## src/rtl/core/sorted_alarm_scheduler_core_macros.svh

```systemverilog
// Assertion macros for the alarm scheduler core.
`ifndef SORTED_ALARM_SCHEDULER_CORE_MACROS_SVH
`define SORTED_ALARM_SCHEDULER_CORE_MACROS_SVH
`ifndef NO_ASSERTIONS
`define SAS_ASSERT_IMPL(label, clk, rst, ante, cons, msg) \
  label: assert property (@(posedge clk) disable iff (rst) (ante) |-> (cons)) else $error(msg);
`define SAS_ASSERT_NEXT(label, clk, rst, ante, cons, msg) \
  label: assert property (@(posedge clk) disable iff (rst) (ante) |=> (cons)) else $error(msg);
`else
`define SAS_ASSERT_IMPL(label, clk, rst, ante, cons, msg)
`define SAS_ASSERT_NEXT(label, clk, rst, ante, cons, msg)
`endif
`endif

```

## src/rtl/core/sas_pkg.sv

```systemverilog
package sas_pkg;

  localparam int SLOTS = 8;
  localparam int MAX_FIRES = 16;
  localparam int SLOT_W = $clog2(SLOTS);
  localparam int FIRE_W = $clog2(MAX_FIRES + 1);
  localparam int QDEPTH = 2;

  localparam logic [1:0] OP_ONESHOT  = 2'd0;
  localparam logic [1:0] OP_PERIODIC = 2'd1;
  localparam logic [1:0] OP_CANCEL   = 2'd2;
  localparam logic [1:0] OP_CHECK    = 2'd3;

  localparam logic [15:0] RELOAD_MAX = 16'hFFFF;
  localparam logic [63:0] RELOAD_SPAN = 64'h10000;

  typedef struct packed {
    logic [1:0]  op;
    logic [2:0]  slot;
    logic [63:0] current_time;
    logic [63:0] time_value;
    logic [63:0] reload_period;
  } in_item_t;

  typedef struct packed {
    logic        fired;
    logic [2:0]  fired_slot;
    logic        timer_update;
    logic        timer_running;
    logic [15:0] timer_reload;
    logic        last;
  } out_item_t;

  // Classified command handed from the front end to the back end.
  typedef struct packed {
    logic        is_check;
    logic        is_cancel;
    logic        is_set;
    logic [SLOT_W-1:0] slot;
    logic [63:0] now;
    logic [63:0] fire_at;
    logic [63:0] period;
  } cmd_t;

endpackage

```

## src/rtl/core/sas_front.sv

```systemverilog
module sas_front (
  input  logic              clk,
  input  logic              rst,
  input  logic              start,
  output logic              busy,
  input  sas_pkg::in_item_t in_item,
  output logic              cmd_valid,
  output sas_pkg::cmd_t     cmd,
  input  logic              cmd_take
);

  sas_pkg::cmd_t q [sas_pkg::QDEPTH];
  logic [1:0] count;
  logic       rd_ptr;
  logic       wr_ptr;
  logic       push;
  logic       pop;
  sas_pkg::cmd_t enc;
  logic       in_range;

  // Decode the operation; out-of-range slots become no-ops.
  always_comb begin
    in_range = ({29'd0, in_item.slot} < 32'(sas_pkg::SLOTS));
    enc.is_check  = (in_item.op == sas_pkg::OP_CHECK);
    enc.is_cancel = (in_item.op == sas_pkg::OP_CANCEL) && in_range;
    enc.is_set    = ((in_item.op == sas_pkg::OP_ONESHOT) ||
                     (in_item.op == sas_pkg::OP_PERIODIC)) && in_range;
    enc.slot      = in_item.slot[sas_pkg::SLOT_W-1:0];
    enc.now       = in_item.current_time;
    if (in_item.op == sas_pkg::OP_ONESHOT) begin
      enc.fire_at = in_item.current_time + in_item.time_value;
      enc.period  = 64'd0;
    end else begin
      enc.fire_at = in_item.time_value;
      enc.period  = in_item.reload_period;
    end
  end

  assign busy = (count == 2'(sas_pkg::QDEPTH));
  assign push = start && !busy;
  assign pop  = cmd_take && cmd_valid;
  assign cmd_valid = (count != 2'd0);
  assign cmd = q[rd_ptr];

  // Short command queue between the two halves.
  always_ff @(posedge clk) begin
    if (rst) begin
      count  <= 2'd0;
      rd_ptr <= 1'b0;
      wr_ptr <= 1'b0;
    end else begin
      if (push) begin
        q[wr_ptr] <= enc;
        wr_ptr <= ~wr_ptr;
      end
      if (pop) begin
        rd_ptr <= ~rd_ptr;
      end
      count <= count + 2'(push) - 2'(pop);
    end
  end

endmodule

```

## src/rtl/core/sas_back.sv

```systemverilog
module sas_back (
  input  logic               clk,
  input  logic               rst,
  input  logic               cmd_valid,
  input  sas_pkg::cmd_t      cmd,
  output logic               cmd_take,
  output logic               result_strobe,
  output sas_pkg::out_item_t result
);

  localparam logic [2:0] ST_IDLE   = 3'd0;
  localparam logic [2:0] ST_UNLINK = 3'd1;
  localparam logic [2:0] ST_LINK   = 3'd2;
  localparam logic [2:0] ST_HEAD   = 3'd3;
  localparam logic [2:0] ST_STATUS = 3'd4;

  localparam int SW = sas_pkg::SLOT_W;

  logic [2:0]    state;
  sas_pkg::cmd_t cur;
  logic [63:0]   fire_time [sas_pkg::SLOTS];
  logic [63:0]   period_store [sas_pkg::SLOTS];
  logic [SW-1:0] queue_rank [sas_pkg::SLOTS];
  logic [sas_pkg::SLOTS-1:0] slot_active;
  logic [SW-1:0] tgt;
  logic [sas_pkg::FIRE_W-1:0] fires;
  logic          upd;
  logic          firing;
  logic          head_found;
  logic [SW-1:0] head;
  logic [SW:0]   link_rank;
  logic [63:0]   diff;
  logic [15:0]   reload;

  // Head lookup: the active slot with rank zero.
  always_comb begin
    head_found = 1'b0;
    head = '0;
    for (int t = 0; t < sas_pkg::SLOTS; t++) begin
      if (slot_active[t] && queue_rank[t] == '0) begin
        head_found = 1'b1;
        head = SW'(t);
      end
    end
  end

  // New rank of the target: count of active slots due no later.
  always_comb begin
    link_rank = '0;
    for (int t = 0; t < sas_pkg::SLOTS; t++) begin
      if (slot_active[t] && fire_time[t] <= fire_time[tgt]) begin
        link_rank = link_rank + 1'b1;
      end
    end
  end

  // Reload value from head distance.
  always_comb begin
    diff = fire_time[head] - cur.now;
    if (!head_found) begin
      reload = 16'd0;
    end else if (diff[63]) begin
      reload = sas_pkg::RELOAD_MAX;
    end else if (diff < sas_pkg::RELOAD_SPAN) begin
      reload = sas_pkg::RELOAD_MAX - diff[15:0];
    end else begin
      reload = 16'd0;
    end
  end

  assign cmd_take = (state == ST_IDLE) && cmd_valid;

  // Sequencer: unlink, relink and fire steps on the slot table.
  always_ff @(posedge clk) begin
    if (rst) begin
      state         <= ST_IDLE;
      slot_active   <= '0;
      result_strobe <= 1'b0;
      fires         <= '0;
      upd           <= 1'b0;
      firing        <= 1'b0;
    end else begin
      result_strobe <= 1'b0;
      unique case (state)
        ST_IDLE: begin
          if (cmd_valid) begin
            cur    <= cmd;
            tgt    <= cmd.slot;
            fires  <= '0;
            upd    <= cmd.is_check;
            firing <= 1'b0;
            if (cmd.is_check) begin
              state <= ST_HEAD;
            end else if (cmd.is_set || cmd.is_cancel) begin
              state <= ST_UNLINK;
            end else begin
              state <= ST_STATUS;
            end
          end
        end
        ST_UNLINK: begin
          if (slot_active[tgt]) begin
            slot_active[tgt] <= 1'b0;
            for (int t = 0; t < sas_pkg::SLOTS; t++) begin
              if (slot_active[t] && queue_rank[t] > queue_rank[tgt]) begin
                queue_rank[t] <= queue_rank[t] - 1'b1;
              end
            end
            if (queue_rank[tgt] == '0 && !firing) begin
              upd <= 1'b1;
            end
          end
          if (firing) begin
            if (period_store[tgt] != 64'd0) begin
              fire_time[tgt] <= fire_time[tgt] + period_store[tgt];
              state <= ST_LINK;
            end else begin
              state <= ST_HEAD;
            end
          end else if (cur.is_set) begin
            fire_time[tgt]    <= cur.fire_at;
            period_store[tgt] <= cur.period;
            state <= ST_LINK;
          end else begin
            state <= ST_STATUS;
          end
        end
        ST_LINK: begin
          for (int t = 0; t < sas_pkg::SLOTS; t++) begin
            if (slot_active[t] && {1'b0, queue_rank[t]} >= link_rank) begin
              queue_rank[t] <= queue_rank[t] + 1'b1;
            end
          end
          queue_rank[tgt]  <= link_rank[SW-1:0];
          slot_active[tgt] <= 1'b1;
          if (link_rank == '0 && !firing) begin
            upd <= 1'b1;
          end
          state <= firing ? ST_HEAD : ST_STATUS;
        end
        ST_HEAD: begin
          if (fires != sas_pkg::FIRE_W'(sas_pkg::MAX_FIRES) && head_found &&
              !(cur.now < fire_time[head])) begin
            result_strobe <= 1'b1;
            result <= '{fired: 1'b1, fired_slot: 3'(head), timer_update: 1'b0,
                        timer_running: 1'b0, timer_reload: 16'd0, last: 1'b0};
            fires  <= fires + 1'b1;
            tgt    <= head;
            firing <= 1'b1;
            state  <= ST_UNLINK;
          end else begin
            state <= ST_STATUS;
          end
        end
        ST_STATUS: begin
          result_strobe <= 1'b1;
          result <= '{fired: 1'b0, fired_slot: 3'd0, timer_update: upd,
                      timer_running: head_found, timer_reload: reload, last: 1'b1};
          state <= ST_IDLE;
        end
        default: state <= ST_IDLE;
      endcase
    end
  end

endmodule

```

## src/rtl/core/sorted_alarm_scheduler_core.sv

```systemverilog
// Channel   Handshake            Payload
// command   start / busy         cmd  (sas_pkg::in_item_t)
// result    result_strobe only   result (sas_pkg::out_item_t)
//
// A set passes from the queue hand-off through unlink and relink to its status
// transfer, and a cancel takes the same path without the relink. A check runs
// head steps, each fire adding an unlink and, for a periodic fire, a relink,
// with at most MAX_FIRES fires; the two-entry command queue lets start be
// taken while the back end works. Reset is synchronous and clears all slots.
// Results cannot be stalled: each is shown for one cycle.
`include "sorted_alarm_scheduler_core_macros.svh"
module sorted_alarm_scheduler_core (
  input  logic               clk,
  input  logic               rst,
  input  logic               start,
  output logic               busy,
  input  sas_pkg::in_item_t  cmd,
  output logic               result_strobe,
  output sas_pkg::out_item_t result
);

  logic          cmd_valid;
  logic          cmd_take;
  sas_pkg::cmd_t q_cmd;

  sas_front u_front (
    .clk(clk), .rst(rst), .start(start), .busy(busy), .in_item(cmd),
    .cmd_valid(cmd_valid), .cmd(q_cmd), .cmd_take(cmd_take)
  );

  sas_back u_back (
    .clk(clk), .rst(rst), .cmd_valid(cmd_valid), .cmd(q_cmd), .cmd_take(cmd_take),
    .result_strobe(result_strobe), .result(result)
  );

  `SAS_ASSERT_IMPL(a_fire_not_last, clk, rst, result_strobe && result.fired,
                   !result.last, "fire result marked last")
  `SAS_ASSERT_IMPL(a_status_clean, clk, rst, result_strobe && result.last,
                   !result.fired && result.fired_slot == 3'd0, "status result has fire data")
  `SAS_ASSERT_NEXT(a_take_empties, clk, rst, cmd_take, !cmd_take, "back end took two commands")

endmodule
```

## config.mk

```make
export PLATFORM = sky130hd
export DESIGN_NAME = sorted_alarm_scheduler_core
export DESIGN_NICKNAME = d
export VERILOG_FILES = /design/src/rtl/core/sas_pkg.sv /design/src/rtl/core/sas_front.sv /design/src/rtl/core/sas_back.sv /design/src/rtl/core/sorted_alarm_scheduler_core.sv
export VERILOG_INCLUDE_DIRS = /design/src /design/src/rtl/core
export SDC_FILE = /design/constraint.sdc
export NUM_CORES = 2
export LEC_CHECK = 0
export BUFFER_PORTS_ARGS = -buffer_cell sky130_fd_sc_hd__buf_4
export CELL_PAD_IN_SITES_DETAIL_PLACEMENT = 1
export CELL_PAD_IN_SITES_GLOBAL_PLACEMENT = 1
export CORE_ASPECT_RATIO = 1.25
export CORE_MARGIN = 3
export CORE_UTILIZATION = 30
export DETAILED_ROUTE_END_ITERATION = 10
export PLACE_DENSITY_LB_ADDON = 0.1
export SYNTH_ARGS = -nofsm -noshare
export SYNTH_HDL_FRONTEND = slang
export SYNTH_SLANG_ARGS = --single-unit
```

## constraint.sdc

```tcl
create_clock -name clk -period 43.4 [get_ports clk]
set_input_delay 8.68 -clock clk [delete_from_list [all_inputs] [get_ports clk]]
set_output_delay 8.68 -clock clk [all_outputs]
set_load 0.01 [all_outputs]
```

==> reports/qor.csv <==
stage,metric,value,unit
yosys,Synth Flop Type,edfxtp_1,
drt,routed vias/inst,5.39,
yosys,synth top area cells,"edfxtp_1, ha_1, mux4_2, nand2_1, mux2_2",
die,I/O pin count,225,
worst_setup_path,Critical Path End Type,flop,
yosys,Post-Syn Area,92800,um^2
worst_setup_path,Worst R2R Setup Slack,30.72,ns
clock_tree,clk sinks,1690,
clock_tree,clk slew on worst S/H paths,0.06,ns
yosys,yosys warns,0,
yosys,Synth top area share,0.538,
run,MaxCap Viol Count,0,
timing,RSZ-0062 raised after global routing,false,
global_routing,largest net degree at the start of global routing,147,
yosys,"Avg Cell Area, Syn",12.6,um^2
worst_setup_path,CP max stage delay,0.94,ns
cells_and_area,post-route insts no fill,11847,
die,Starting Density,0.302,
worst_setup_path,Critical Path AT,13.26,ns
yosys,Netlist cell types,112,
timing,final max-slew violation count,0,
timing,maximum clock rate,0.0789,GHz
pwr,pwr/cell area,70.7,nW/um^2
hold_path,Hold EP,u_back.fires[4],
hold_path,worst hold path depth,2,
timing,Max Clock Skew,0.0755,ns
clock_tree,Clock Path Buffers,4,
global_routing,antenna violations before repair,12,
yosys,syn_nets,8342,
clock_tree,cts hold-fix bufs,0,
cells_and_area,fillcell total,32628,
die,Die Ht,628,um
timing,setup_tns,0,ns
yosys,synthesized flop and latch total,1690,
drt,Starting DRT DRC Count,4178,
global_routing,vias in the first global route,66962,
hold_path,min-delay worst type,reg2reg,
drt,DRC,0,
cells_and_area,Finished Cell Area,106000,um^2
worst_setup_path,worst-path maximum fanout,27,
cells_and_area,share of layout cells above drive strength 1,0.168,
clock_tree,CTS HTree Levels,4,
global_routing,total global-route track usage,0.227,
placement,IO buf count,224,
yosys,"Seq/Total Area, Yosys",0.544,
clock_tree,post-CTS setup buffers,0,
hold_path,worst hold path startpoint,u_back.fires[4],
timing,fin crit share,0.292,
timing,relative max-transition margin,0.0497,
placement,DP Wirelength,268,mm
clock_tree,cts bufs inserted,199,
drt,Final ANT Viol Nets,0,
clock_tree,clk_lat worst skew,0.89,ns
placement,Inst Count DP,11486,
worst_setup_path,terminus of the critical flop-to-flop path,u_back.queue_rank[4][2],
die,# rows,227,
run_status,status,"complete, no violations",
die,Die Width,503,um
worst_setup_path,CP startpoint kind,flop,
drt,drt pass-1 iters,5,
worst_setup_path,Critical Path RT,43.99,ns
worst_setup_path,cells on worst reg2reg path,47,
pwr,Total Power,7.51,mW
pwr,VDD IR max,0.0000406,V
die,Die ar.,316000,um^2
yosys,Post-synth EDFFs,1663,
cells_and_area,synthesis-to-finish area growth,14.6,%
cells_and_area,fin nets,8653,
timing,Tmin final,12.68,ns
placement,GP Congestion,0.886,
drt,routed length per instance,30.6,um
drt,WL final,363,mm
global_routing,global-route wire length before repair,515,mm
timing,final hold vios,0,
timing,final setup margin,30.72,ns
die,core outline area,307000,um^2
clock_tree,Root Buffer Master,clkbuf_16,
yosys,leading area contributor after synthesis,edfxtp_1,
global_routing,grt ovf,0,
yosys,Cells after Synth,7370,
placement,pre-CTS setup slack,30.26,ns
clock_tree,CTS tree,built,
yosys,post-synthesis async set-or-reset flop share,0,
worst_setup_path,CP max-delay cell,mux2i_1,
timing,Final setup viols,0,
placement,Placed Instance Area,100000,um^2
clock_tree,CTS resizes,0,
worst_setup_path,Setup Crit Path Kind,reg2reg,
timing,Tightest Pin Transition,1.43,ns
worst_setup_path,CP most frequent cell,ha_1,
drt,via count,63877,
pwr,Pleak,39.1,nW
[cell families (layout without fill, tap and decap cells)]
family                   count (synthesis)  in the layout  share of synthesized area
AND/OR/NAND/NOR                       2200           2200                      0.113
buffers and inverters                  539           1001                     0.0223
AO/OA/AOI/OAI                         1368           1368                     0.0916
flip-flops                            1690           1690                      0.544
XOR/XNOR                               171            171                     0.0169
multiplexers                           630            630                      0.107
other                                    0              8                          0
adder cells (fa/ha/maj)                772            772                      0.105
[worst max-delay path, delay by kind of cell, from the launching register on]
kind | cells | cell delay [ns]
buffers and inverters | 3 | 1.23
AOI/OAI and AO/OA | 18 | 4.10
DFF | 1 | 0.56
and+or+nand+nor | 11 | 1.40
adders and majority gates | 9 | 2.62
xor gates and xnor gates | 3 | 0.89
muxes | 3 | 1.53
[per-layer routing]
layer  up-vias  global-route usage  wire length (um)
li1      29009                   -                 -
met2      1181               0.392            180000
met1     33293               0.290            155000
met3       392              0.0236             12000
met5         -                   0                13
met4         2              0.0902             16700
[how the worst max path moves through the flow]
stage                                    endpoint  slack (ns)  cells after the start
after floorplan                   u_front.q[1][0]       19.17                      2
after global placement          u_front.q[0][120]       30.18                     17
after detailed placement        u_front.q[0][120]       30.26                     17
after CTS                 u_back.queue_rank[4][2]       30.66                     47
after global routing      u_back.queue_rank[3][2]       29.98                     47
final                     u_back.queue_rank[4][2]       30.72                     47
[cell usage after synthesis, types with 70 or more instances]
library cell	n
mux4_2	262
mux2i_1	102
xor2_1	75
o21ai_0	344
inv_1	247
and2_1	84
nand3_1	430
nor2_1	271
nand2_1	894
edfxtp_1	1663
a21oi_1	427
nand4_1	136
clkbuf_1	233
nor2b_1	70
mux2_2	265
a21o_1	165
xnor2_1	91
ha_1	761
[cells in the final DEF, fill, tap and decap left out, types with 100 or more instances in the layout]
master / n
mux2_2: 265
nand4_1: 136
ha_1: 761
nand3_1: 430
clkbuf_16: 203
o21ai_0: 322
mux4_2: 262
inv_1: 247
buf_4: 395
mux2i_1: 100
nand2_1: 893
a21oi_1: 426
a21o_1: 165
edfxtp_1: 1663
nor2_1: 251
[final cells by class]
cell class / instances / area (um^2) / share of cell area
antenna: 8 / 20.0 / 0.000188
clock buffer: 231 / 5190 / 0.0489
timing repair buffer: 401 / 3070 / 0.0289
multi-input combinational: 5141 / 40500 / 0.381
tap: 4007 / 5010 / 0.0472
clock inverter: 121 / 1120 / 0.0105
inverter: 248 / 931 / 0.00875
sequential: 1690 / 50500 / 0.475
[power breakdown]
part	internal [mW]	switching, mW
registers	2.38	0.107
clock network	0.956	0.701
logic	1.13	2.23
total	4.47	3.04
[state kept, by name (all words and copies together) (netlist names), named ones only]
name                  cells
u_back.firing             1
u_back.tgt                3
u_front.count             2
u_back.state              3
u_front.q               396
u_front.wr_ptr            1
u_back.cur              193
u_back.queue_rank        24
u_back.fire_time        512
u_back.result_strobe      1
u_back.result            23
u_back.period_store     512
u_back.upd                1
u_front.rd_ptr            1
u_back.fires              5
[per-stage QoR]
stage | hold WS, ns | utilization
2_1_floorplan | 0.453 | -
3_3_place_gp | 0.474 | 0.326
3_5_place_dp | 0.508 | 0.326
4_1_cts | 0.525 | 0.347
5_1_grt | 0.525 | 0.347
6_report | 0.517 | 0.347
No activity file was read; power rests on OpenSTA's default activity.
